==> src/rtl/core/bnt_pkg.sv <==
// bnt_pkg: shared types, character codes and status codes for the
// base-100 number record to text converter. No dependencies.
package bnt_pkg;

    localparam int MAX_RES    = 5;
    localparam int QUEUE_AW   = 3;
    localparam int QUEUE_DEPTH = 1 << QUEUE_AW;

    localparam logic [6:0] CH_ZERO  = 7'h30;
    localparam logic [6:0] CH_MINUS = 7'h2D;
    localparam logic [6:0] CH_POINT = 7'h2E;
    localparam logic [6:0] CH_NONE  = 7'h00;

    localparam logic [7:0] TYPE_NUMBER = 8'd2;
    localparam logic [7:0] NEG_TERM    = 8'd102;

    typedef enum logic [1:0] {
        ST_OK       = 2'd0,
        ST_BAD_TYPE = 2'd1,
        ST_NO_TERM  = 2'd2,
        ST_BAD_LEN  = 2'd3
    } status_t;

    typedef struct packed {
        logic [6:0] char_code;
        logic [7:0] repeat_res;
        logic       end_of_number;
        status_t    status;
    } res_t;

    typedef struct packed {
        logic [2:0]              cnt;
        res_t [MAX_RES-1:0]      item;
    } batch_t;

    function automatic res_t mk_res(input logic [6:0] ch, input logic [7:0] rep,
                                    input logic eon, input status_t st);
        res_t r;
        r.char_code     = ch;
        r.repeat_res    = rep;
        r.end_of_number = eon;
        r.status        = st;
        return r;
    endfunction

endpackage

==> src/rtl/core/base100_number_record_to_text.sv <==
// base100_number_record_to_text: top level; input register, decode and
// result queue. Depends on bnt_pkg, bnt_decode and bnt_queue.
//
// Usage:
//   Input channel (in_valid/in_ready, byte_value, record_last) takes one
//   byte of a base-100 numeric record per transaction: type byte, length
//   byte, exponent byte, mantissa bytes, and for negatives a terminator.
//   Output channel (out_valid/out_ready) gives text runs: char_code repeated
//   repeat_res times, and one closing run per record with end_of_number set
//   and status holding the outcome (ok, bad type, no terminator, bad length).
//   Flow: a byte accepted into the input register is decoded into up to
//   five runs that are written into the result queue (eight entries), which
//   drains one run per cycle while out_ready is high, so the input takes one
//   byte per cycle while at most three runs wait, and the sustained rate is
//   set by the single-run output port: typically two runs per mantissa
//   byte. When the receiver stalls, the queue fills, the decode holds, and
//   in_ready drops once the input register is full.
//   Reset clears the record state, the queue and the input register.
module base100_number_record_to_text #(
    parameter int MAX_RECORD_BYTES = 23
) (
    input  logic       clk,
    input  logic       rst_n,
    input  logic       in_valid,
    output logic       in_ready,
    input  logic [7:0] byte_value,
    input  logic       record_last,
    output logic       out_valid,
    input  logic       out_ready,
    output logic [6:0] char_code,
    output logic [7:0] repeat_res,
    output logic       end_of_number,
    output logic [1:0] status
);

    logic       in_vld_reg, in_vld_next;
    logic [7:0] byte_reg;
    logic       last_reg;
    logic       room;
    logic       step;

    bnt_pkg::batch_t batch;
    bnt_pkg::res_t   head;

    assign step        = in_vld_reg && room;
    assign in_ready    = !in_vld_reg || step;
    assign in_vld_next = (in_valid && in_ready) || (in_vld_reg && !step);

    always_ff @(posedge clk or negedge rst_n)
    begin
        if (!rst_n)
            in_vld_reg <= 1'b0;
        else
            in_vld_reg <= in_vld_next;
    end

    always_ff @(posedge clk)
    begin
        if (in_valid && in_ready)
        begin
            byte_reg <= byte_value;
            last_reg <= record_last;
        end
    end

    bnt_decode #(
        .MAX_RECORD_BYTES(MAX_RECORD_BYTES)
    ) u_decode (
        .clk        (clk),
        .rst_n      (rst_n),
        .step_en    (step),
        .byte_value (byte_reg),
        .record_last(last_reg),
        .batch      (batch)
    );

    bnt_queue u_queue (
        .clk     (clk),
        .rst_n   (rst_n),
        .wr_en   (step),
        .batch   (batch),
        .rd_ready(out_ready),
        .rd_valid(out_valid),
        .rd_data (head),
        .room    (room)
    );

    assign char_code     = head.char_code;
    assign repeat_res    = head.repeat_res;
    assign end_of_number = head.end_of_number;
    assign status        = head.status;

endmodule

==> src/rtl/core/bnt_decode.sv <==
// bnt_decode: record state registers and the per-byte decode that turns one
// record byte into up to five text runs. Depends on bnt_pkg.
module bnt_decode #(
    parameter int MAX_RECORD_BYTES = 23
) (
    input  logic            clk,
    input  logic            rst_n,
    input  logic            step_en,
    input  logic [7:0]      byte_value,
    input  logic            record_last,
    output bnt_pkg::batch_t batch
);

    localparam logic [7:0] LEN_MAX = 8'(MAX_RECORD_BYTES - 2);

    logic [4:0] pos_reg, pos_next;
    logic [4:0] len_reg, len_next;
    logic       neg_reg, neg_next;
    logic [7:0] exp_reg, exp_next;
    logic       failed_reg, failed_next;

    always_ff @(posedge clk or negedge rst_n)
    begin
        if (!rst_n)
        begin
            pos_reg    <= '0;
            len_reg    <= '0;
            neg_reg    <= 1'b0;
            exp_reg    <= '0;
            failed_reg <= 1'b0;
        end
        else
        begin
            pos_reg    <= pos_next;
            len_reg    <= len_next;
            neg_reg    <= neg_next;
            exp_reg    <= exp_next;
            failed_reg <= failed_next;
        end
    end

    always_comb
    begin
        logic              neg_b;
        logic signed [8:0] e_new;
        logic signed [8:0] e_cur;
        logic signed [8:0] idx;
        logic signed [8:0] ndig;
        logic signed [8:0] dig;
        logic signed [8:0] rl;
        logic signed [8:0] rt;
        logic [6:0]        dig_c;
        logic [13:0]       prod;
        logic [3:0]        tens;
        logic [6:0]        u7;
        logic [3:0]        units;
        logic [2:0]        n;
        logic              fin;
        bnt_pkg::status_t  fst;

        pos_next    = pos_reg;
        len_next    = len_reg;
        neg_next    = neg_reg;
        exp_next    = exp_reg;
        failed_next = failed_reg;
        batch       = '0;
        n           = '0;
        fin         = 1'b0;
        fst         = bnt_pkg::ST_OK;

        neg_b = ~byte_value[7];
        e_new = neg_b ? (9'sd62 - $signed({1'b0, byte_value}))
                      : ($signed({1'b0, byte_value}) - 9'sd193);
        e_cur = $signed({exp_reg[7], exp_reg});
        idx   = $signed({4'b0, pos_reg}) - 9'sd3;
        ndig  = neg_reg ? ($signed({4'b0, len_reg}) - 9'sd2)
                        : ($signed({4'b0, len_reg}) - 9'sd1);
        dig   = neg_reg ? (9'sd101 - $signed({1'b0, byte_value}))
                        : ($signed({1'b0, byte_value}) - 9'sd1);
        if (dig < 9'sd0)
            dig_c = 7'd0;
        else if (dig > 9'sd99)
            dig_c = 7'd99;
        else
            dig_c = dig[6:0];
        prod  = {7'b0, dig_c} * 14'd103;
        tens  = prod[13:10];
        u7    = dig_c - 7'({3'b0, tens} * 7'd10);
        units = u7[3:0];
        rl    = -9'sd1 - e_new;
        rt    = e_cur - idx;

        if (step_en)
        begin
            if (failed_reg)
            begin
                if (record_last)
                begin
                    pos_next    = '0;
                    len_next    = '0;
                    neg_next    = 1'b0;
                    exp_next    = '0;
                    failed_next = 1'b0;
                end
            end
            else
            begin
                case (pos_reg)
                    5'd0:
                    begin
                        if (byte_value != bnt_pkg::TYPE_NUMBER)
                        begin
                            fin = 1'b1;
                            fst = bnt_pkg::ST_BAD_TYPE;
                        end
                        else if (record_last)
                        begin
                            fin = 1'b1;
                            fst = bnt_pkg::ST_BAD_LEN;
                        end
                        else
                            pos_next = 5'd1;
                    end
                    5'd1:
                    begin
                        if (byte_value == 8'd0 || byte_value > LEN_MAX || record_last)
                        begin
                            fin = 1'b1;
                            fst = bnt_pkg::ST_BAD_LEN;
                        end
                        else
                        begin
                            len_next = byte_value[4:0];
                            pos_next = 5'd2;
                        end
                    end
                    5'd2:
                    begin
                        if (neg_b && len_reg < 5'd3)
                        begin
                            fin = 1'b1;
                            fst = bnt_pkg::ST_BAD_LEN;
                        end
                        else
                        begin
                            neg_next = neg_b;
                            exp_next = e_new[7:0];
                            if (!neg_b && len_reg == 5'd1)
                            begin
                                batch.item[n] = bnt_pkg::mk_res(bnt_pkg::CH_ZERO, 8'd1, 1'b0,
                                                                bnt_pkg::ST_OK);
                                n   = n + 3'd1;
                                fin = 1'b1;
                                fst = record_last ? bnt_pkg::ST_OK : bnt_pkg::ST_BAD_LEN;
                            end
                            else if (record_last)
                            begin
                                fin = 1'b1;
                                fst = bnt_pkg::ST_BAD_LEN;
                            end
                            else
                            begin
                                if (neg_b)
                                begin
                                    batch.item[n] = bnt_pkg::mk_res(bnt_pkg::CH_MINUS, 8'd1,
                                                                    1'b0, bnt_pkg::ST_OK);
                                    n = n + 3'd1;
                                end
                                if (e_new[8])
                                begin
                                    batch.item[n] = bnt_pkg::mk_res(bnt_pkg::CH_ZERO, 8'd1,
                                                                    1'b0, bnt_pkg::ST_OK);
                                    n = n + 3'd1;
                                    batch.item[n] = bnt_pkg::mk_res(bnt_pkg::CH_POINT, 8'd1,
                                                                    1'b0, bnt_pkg::ST_OK);
                                    n = n + 3'd1;
                                    if (e_new < -9'sd1)
                                    begin
                                        batch.item[n] = bnt_pkg::mk_res(bnt_pkg::CH_ZERO,
                                            {rl[6:0], 1'b0}, 1'b0, bnt_pkg::ST_OK);
                                        n = n + 3'd1;
                                    end
                                end
                                pos_next = 5'd3;
                            end
                        end
                    end
                    default:
                    begin
                        if (neg_reg && {1'b0, pos_reg} >= {1'b0, len_reg} + 6'd1)
                        begin
                            fin = 1'b1;
                            if (byte_value != bnt_pkg::NEG_TERM)
                                fst = bnt_pkg::ST_NO_TERM;
                            else
                                fst = record_last ? bnt_pkg::ST_OK : bnt_pkg::ST_BAD_LEN;
                        end
                        else if (record_last && {1'b0, pos_reg} < {1'b0, len_reg} + 6'd1)
                        begin
                            fin = 1'b1;
                            fst = bnt_pkg::ST_BAD_LEN;
                        end
                        else
                        begin
                            if (idx <= e_cur)
                            begin
                                if (idx != 9'sd0 || tens != 4'd0)
                                begin
                                    batch.item[n] = bnt_pkg::mk_res(
                                        bnt_pkg::CH_ZERO + {3'b0, tens}, 8'd1, 1'b0,
                                        bnt_pkg::ST_OK);
                                    n = n + 3'd1;
                                end
                                batch.item[n] = bnt_pkg::mk_res(
                                    bnt_pkg::CH_ZERO + {3'b0, units}, 8'd1, 1'b0,
                                    bnt_pkg::ST_OK);
                                n = n + 3'd1;
                                if (idx == e_cur && idx < ndig - 9'sd1)
                                begin
                                    batch.item[n] = bnt_pkg::mk_res(bnt_pkg::CH_POINT, 8'd1,
                                                                    1'b0, bnt_pkg::ST_OK);
                                    n = n + 3'd1;
                                end
                            end
                            else
                            begin
                                batch.item[n] = bnt_pkg::mk_res(
                                    bnt_pkg::CH_ZERO + {3'b0, tens}, 8'd1, 1'b0,
                                    bnt_pkg::ST_OK);
                                n = n + 3'd1;
                                if (!(idx == ndig - 9'sd1 && units == 4'd0))
                                begin
                                    batch.item[n] = bnt_pkg::mk_res(
                                        bnt_pkg::CH_ZERO + {3'b0, units}, 8'd1, 1'b0,
                                        bnt_pkg::ST_OK);
                                    n = n + 3'd1;
                                end
                            end
                            if (idx >= ndig - 9'sd1)
                            begin
                                if (e_cur > idx)
                                begin
                                    batch.item[n] = bnt_pkg::mk_res(bnt_pkg::CH_ZERO,
                                        {rt[6:0], 1'b0}, 1'b0, bnt_pkg::ST_OK);
                                    n = n + 3'd1;
                                end
                                if (!neg_reg)
                                begin
                                    fin = 1'b1;
                                    fst = record_last ? bnt_pkg::ST_OK : bnt_pkg::ST_BAD_LEN;
                                end
                            end
                            if (!fin)
                                pos_next = pos_reg + 5'd1;
                        end
                    end
                endcase

                if (fin)
                begin
                    batch.item[n] = bnt_pkg::mk_res(bnt_pkg::CH_NONE, 8'd0, 1'b1, fst);
                    n = n + 3'd1;
                    if (record_last)
                    begin
                        pos_next    = '0;
                        len_next    = '0;
                        neg_next    = 1'b0;
                        exp_next    = '0;
                        failed_next = 1'b0;
                    end
                    else
                        failed_next = 1'b1;
                end
            end
        end
        batch.cnt = n;
    end

endmodule

==> src/rtl/core/bnt_queue.sv <==
// bnt_queue: result queue that takes up to five runs per cycle while it has
// room and hands out one run per output transaction. Depends on bnt_pkg.
module bnt_queue (
    input  logic            clk,
    input  logic            rst_n,
    input  logic            wr_en,
    input  bnt_pkg::batch_t batch,
    input  logic            rd_ready,
    output logic            rd_valid,
    output bnt_pkg::res_t   rd_data,
    output logic            room
);

    localparam logic [bnt_pkg::QUEUE_AW:0] ROOM_LIMIT =
        (bnt_pkg::QUEUE_AW + 1)'(bnt_pkg::QUEUE_DEPTH - bnt_pkg::MAX_RES);

    bnt_pkg::res_t mem_reg [bnt_pkg::QUEUE_DEPTH];

    logic [bnt_pkg::QUEUE_AW-1:0] wr_ptr_reg, wr_ptr_next;
    logic [bnt_pkg::QUEUE_AW-1:0] rd_ptr_reg, rd_ptr_next;
    logic [bnt_pkg::QUEUE_AW:0]   cnt_reg, cnt_next;
    logic [2:0]                   n_wr;
    logic                         pop;

    assign n_wr     = wr_en ? batch.cnt : 3'd0;
    assign rd_valid = (cnt_reg != '0);
    assign pop      = rd_valid && rd_ready;
    assign rd_data  = mem_reg[rd_ptr_reg];
    assign room     = (cnt_reg <= ROOM_LIMIT);

    assign wr_ptr_next = wr_ptr_reg + bnt_pkg::QUEUE_AW'(n_wr);
    assign rd_ptr_next = rd_ptr_reg + bnt_pkg::QUEUE_AW'(pop);
    assign cnt_next    = cnt_reg + (bnt_pkg::QUEUE_AW + 1)'(n_wr)
                       - (bnt_pkg::QUEUE_AW + 1)'(pop);

    always_ff @(posedge clk or negedge rst_n)
    begin
        if (!rst_n)
        begin
            wr_ptr_reg <= '0;
            rd_ptr_reg <= '0;
            cnt_reg    <= '0;
        end
        else
        begin
            wr_ptr_reg <= wr_ptr_next;
            rd_ptr_reg <= rd_ptr_next;
            cnt_reg    <= cnt_next;
        end
    end

    always_ff @(posedge clk)
    begin
        for (int k = 0; k < bnt_pkg::MAX_RES; k++)
        begin
            if (3'(k) < n_wr)
                mem_reg[wr_ptr_reg + bnt_pkg::QUEUE_AW'(k)] <= batch.item[k];
        end
    end

endmodule

==> config.mk <==
export PLATFORM = sky130hd
export DESIGN_NAME = base100_number_record_to_text
export DESIGN_NICKNAME = d
export VERILOG_FILES = /design/src/rtl/core/bnt_pkg.sv /design/src/rtl/core/base100_number_record_to_text.sv /design/src/rtl/core/bnt_decode.sv /design/src/rtl/core/bnt_queue.sv
export SDC_FILE = /design/constraint.sdc
export NUM_CORES = 1
export LEC_CHECK = 0
export ABC_CLOCK_PERIOD_IN_PS = 20200
export BUFFER_PORTS_ARGS = -buffer_cell sky130_fd_sc_hd__buf_2
export CAP_MARGIN = 20
export CORE_MARGIN = 3
export CORE_UTILIZATION = 55
export CTS_CLUSTER_DIAMETER = 100
export DETAILED_ROUTE_END_ITERATION = 10
export PLACE_DENSITY = 0.7
export SETUP_SLACK_MARGIN = 0.5
export SYNTH_ARGS = -nofsm -noshare
export SYNTH_HDL_FRONTEND = slang
export SYNTH_SLANG_ARGS = --single-unit
export TNS_END_PERCENT = 20
==> constraint.sdc <==
create_clock -name clk -period 20.2 [get_ports clk]
set_input_delay 4.04 -clock clk [delete_from_list [all_inputs] [get_ports clk]]
set_output_delay 4.04 -clock clk [all_outputs]
set_load 0.02 [all_outputs]
## Word level (Yosys, flattened, before mapping)

Memories as Yosys holds them, arrays and structs flattened.
Index checks and enable logic that the tools add are counted.

| word-level totals | value |
|---|---|
| output and inout port bits | 20 |
| register bits | 40 |
| input port bits | 13 |
| RAM bits | 144 |
| memories | 1 |
| word-level logic and storage cells | 309 |

Memories:

| memory | words | bits a word | rd ports | clocked after Yosys merged registers in | wr ports | RTL line | text |
|---|---|---|---|---|---|---|---|
| u_queue.mem_reg | 8 | 18 | 1 | 0 | 4 | bnt_queue.sv:17 | `bnt_pkg::res_t mem_reg [bnt_pkg::QUEUE_DEPTH];` |

| cells by class | value |
|---|---|
| bitwise operators | 10 |
| multiplexer cells | 182 |
| multipliers | 2 |
| equality and inequality tests | 8 |
| add/sub/neg operators | 30 |
| order comparisons | 31 |
| reduce and logical (&&, ||, !) cells | 34 |

Operator list:

| operator | count |
|---|---|
| $mux 90 | 14 |
| $mux 18 | 23 |
| $demux 18 s3 | 7 |
| $bwmux 90 | 4 |
| $mux 54 | 6 |
| $mux 36 | 6 |
| $pmux 90 s2 | 1 |
| $and 65x65->65 | 2 |
| $not 65->65 | 2 |
| $mux 3 | 34 |
| $mux 5 | 18 |
| $and 15x75->75 | 1 |
| $not 75->75 | 1 |
| $mux 72 | 1 |
| $or 25x25->25 | 2 |
| $mux 8 | 6 |
| $mux 1 | 38 |
| $lt 3x4->1 const B | 7 |
| $mux 2 | 14 |
| $mux 9 | 3 |
| $add 3x1->3 const B | 8 |
| $ge 3x1->1 const B | 7 |
| $lt 9x1->1 const B | 2 |
| $reduce_or 18->1 | 1 |
| other kinds (60) | 89 |

## Longest topological paths before layout

| depth | value |
|---|---|
| depth after elaboration | 42 |
| depth in mapped cells | 47 |

## Hierarchy

Synthesis repeated with hierarchy kept, for this count alone.

| unflattened totals | value |
|---|---|
| cell total of the unflattened synthesis | 1961 |
| area, all modules | 18680.4 µm² |

Modules (own cells, without submodules):

| module | instances | seq. area each (µm²) | cells each | area each (µm²) |
|---|---|---|---|---|
| bnt_queue | 1 | 4574.4 | 1108 | 12145.4 |
| bnt_decode | 1 | 500.5 | 839 | 6204.7 |
| base100_number_record_to_text | 1 | 295.3 | 14 | 330.3 |

## Worst setup path before layout

Ideal clock, no wire load.

| timing path | value |
|---|---|
| path type | reg2reg |
| from | reg byte_reg[2] |
| to | mem u_queue.mem_reg[4][0] in the netlist's numbering, enable pin |
| data arrival time | 10030 ps |
| setup slack | 9775 ps |
| stages on the path, launching flop included | 39 |
| library setup time | 395 ps |
| clock period less this slack | 10425 ps |
| cell sequence | edfxtp_1 buf_1 inv_1 ha_1 a21bo_1 mux2_2 o21a_1 o21ai_1 nand3_1 nor2_1 ha_1 inv_1 fa_1 inv_1 fa_1 ha_1 ha_1 a21oi_2 [3 not listed] or2_2 or4_1 ha_1 or3_1 nand2_1 ha_1 nand2_1 o22ai_1 a21o_1 buf_2 ha_1 o311ai_0 nor2_1 a211oi_2 a31oi_2 xnor2_1 nand2b_1 o21bai_1 |

RTL lines:

| item | RTL line | text |
|---|---|---|
| start: declaration | base100_number_record_to_text.sv:37 | `logic [7:0] byte_reg;` |
| start signal: assignment | base100_number_record_to_text.sv:61 | `byte_reg <= byte_value;` |
| end: declaration | bnt_queue.sv:17 |  |

==> flow_summary.json <==
{
  "outcome": "complete, no violations",
  "core_area_mm2": 0.0265,
  "grt_start_max_net_pins": 36,
  "layout.nets": 1700,
  "synth-simple-area-share": 0.160,
  "synth_edf_count": 145,
  "ys_seq_area_frac": 0.340,
  "path_buf_inv": 3,
  "hpwl_um": 38400,
  "synth_fa_ha_area_frac": 0.109,
  "synth_xor_area_frac": 0.0344,
  "async_flop_share": 0.176,
  "die_area_mm2": 0.0294,
  "crit_path_max_fanout": 17,
  "fillerInstances": 2270,
  "drtIter0Drc": 2206,
  "post-cts-setup-buffers": 0,
  "post_cts_resize_count": 0,
  "setup.worst_path.start_class": "register",
  "dr.pass1.iters": 8,
  "postRouteAntennaNets": 0,
  "netlist_area_mm2": 0.0151,
  "h-tree-depth": 4,
  "powerDensity_mw_per_mm2": 113,
  "largest_register_ffs": 136,
  "holdPathStages": 1,
  "crit_path_end_kind": "register",
  "finalSetupTns_ps": 0,
  "synth_nets": 1706,
  "final_hold_viol_count": 0,
  "drt_wl_total_um": 50100,
  "cts_buffers": 17,
  "num_rows": 59,
  "multi_input_area_mm2": 0.00931,
  "cts_tree": "built",
  "ff2ff_path_depth": 38,
  "ys_ff_latch": 176,
  "port_buffers": 31,
  "period_share": 0.594,
  "cp_top_family": "simple AND/OR/NAND/NOR gates",
  "ir_drop_uv": 114,
  "grt_usage": 0.343,
  "drt-vias-per-instance": 7.17,
  "start_util": 0.569,
  "wl_per_cell_um": 26.2,
  "fmax_ghz": 0.0834,
  "placed_cells": 1873,
  "pin_count": 33,
  "cp.required_ps": 20280,
  "rsz0062_at_grt": "false",
  "hold_buffers": 0,
  "crit_start": "byte_reg[0]$_DFFE_PP_",
  "ys.flop_type": "edfxtp_1",
  "syn_inst": 1568,
  "grt_antenna_before_repair": 0,
  "ys_types": 96,
  "r2r_slack_ps": 8210,
  "grt_pass1_wl_um": 77100,
  "crit_path_top_delay_cell": "or4b_1",
  "layout-drive-gt1-share": 0.129,
  "synth_top_family_by_area": "compound AO/OA/AOI/OAI gates",
  "arrival_ps": 12070,
  "regArea_mm2": 0.00513,
  "reg2reg_from": "byte_reg[0]$_DFFE_PP_",
  "fin_cells": 1910,
  "max_stage_delay_ps": 600,
  "synth_compound_gate_area_share": 0.231,
  "total_leakage_power_nw": 6.19,
  "hp-class": "register to register",
  "cap_violations": 0,
  "hp-start": "u_decode.exp_reg[6]$_DFFE_PN0P_",
  "slew_headroom": 0.220,
  "setup_viol": 0,
  "path_clk_slew_ps": 80,
  "synth_mux_area_frac": 0.0810,
  "synth_warnings": 0,
  "gp_congestion": 1.05,
  "n_antenna_cell": 0,
  "final-max-slew-violation-count": 0,
  "rr_endpoint": "u_queue.mem_reg[5][3]$_SDFFCE_PP0P_",
  "dieWidth_um": 172,
  "clk_path_buf_depth": 2,
  "grt-ovfl-total": 0,
  "fin_skew_ps": 17.3,
  "via_count": 13700,
  "grt_pass1_vias": 13100,
  "cts_root_buf": "clkbuf_16",
  "fin_crit_ps": 11990,
  "path_class": "register to register",
  "syn2layout_area_growth_pct": 7.29,
  "die_y_um": 172,
  "place_ws_ps": 8370,
  "drc_errors": 0,
  "clock-sinks": 176,
  "fin_ws_ps": 8210,
  "tightestPinTransition_ps": 1170,
  "avgSynthCellArea_um2": 9.61,
  "clk_latency_ps": 460,
  "holdPathEnd": "u_decode.exp_reg[6]$_DFFE_PN0P_",
  "crit_top_cell": "ha_1"
}
## cell type report
cell class / count / area share
clock buffers: 17 / 0.0263
well taps: 335 / 0.0259
inverters: 83 / 0.0193
clock inverters: 15 / 0.0111
flip-flops and latches: 176 / 0.317
repair buffers: 63 / 0.0241
multi-input cells: 1221 / 0.576
## kinds of logic (layout without fill, tap and decap cells)
family,Yosys count,after routing
compound gates,480,480
xor+xnor,57,57
fa+ha+maj,125,125
buf+inv,171,178
flops,176,176
mux,76,76
other cells,1,1
simple gates,482,482
## power by group
part / switching, mW / leakage [nW] / internal [mW] / total (mW)
Clock: 0.177 / 0.296 / 0.169 / 0.346
Combinational: 0.593 / 4.10 / 0.422 / 1.01
Sequential: 0.0435 / 1.79 / 0.422 / 0.466
## layer usage
layer,vias to the layer above,routed length [µm],track usage
met4,0,2940,0.166
li1,6062,-,-
met5,-,0,0
met3,206,4600,0.0618
met2,882,22900,0.554
met1,6538,19700,0.449
## synth_stat cells (16+ instances only)
library cell / instances / area, µm²
a22oi_1: 17 / 128
o22a_1: 21 / 184
mux2i_1: 21 / 210
inv_1: 82 / 308
o21ai_0: 45 / 225
ha_1: 114 / 1430
xnor2_1: 37 / 324
edfxtp_1: 145 / 4350
a21o_1: 17 / 128
dfrtp_1: 31 / 776
clkbuf_1: 58 / 218
buf_2: 17 / 85.1
o21a_1: 16 / 120
xor2_1: 19 / 166
nand2b_1: 18 / 113
and3_1: 16 / 100
nor2_1: 102 / 383
nand3_1: 58 / 290
mux4_2: 34 / 766
o221ai_1: 61 / 534
a31oi_1: 20 / 125
o211ai_1: 18 / 135
nor3_1: 48 / 240
a21oi_1: 107 / 536
nand4_1: 21 / 131
nand2_1: 129 / 484
mux2_2: 19 / 214
## worst max-delay path by stage
stage / endpoint / cells after the start
floorplan: u_queue.mem_reg[4][0]$_DFFE_PP_ / 38
global placement: u_queue.mem_reg[5][2]$_DFFE_PP_ / 38
detailed placement: u_queue.mem_reg[4][15]$_DFFE_PP_ / 38
CTS: u_queue.mem_reg[4][15]$_DFFE_PP_ / 38
global route: u_queue.mem_reg[5][12]$_SDFFCE_PP0P_ / 39
finish: u_queue.mem_reg[5][3]$_SDFFCE_PP0P_ / 38
## per-stage QoR
step	total power [mW]	util	hold WS, ps	area [µm²]
after global placement	1.47	0.585	492	15500
after detailed placement	1.47	0.586	486	15500
after floorplan	1.24	-	449	15100
final	1.83	0.610	507	16200
after global routing	1.96	0.610	534	16200
after CTS	1.82	0.609	510	16100
## layout by cell type (no fill, tap or decap), types with 28 or more instances in the layout
cell type,count
mux4_2,34
o21ai_0,45
a21oi_1,107
edfxtp_1,145
inv_1,82
dfrtp_1,30
nand2_1,129
ha_1,114
buf_4,28
nor3_1,48
o221ai_1,61
nor2_1,101
nand3_1,58
buf_2,33
xnor2_1,37
No activity file was read; power rests on OpenSTA's default activity.
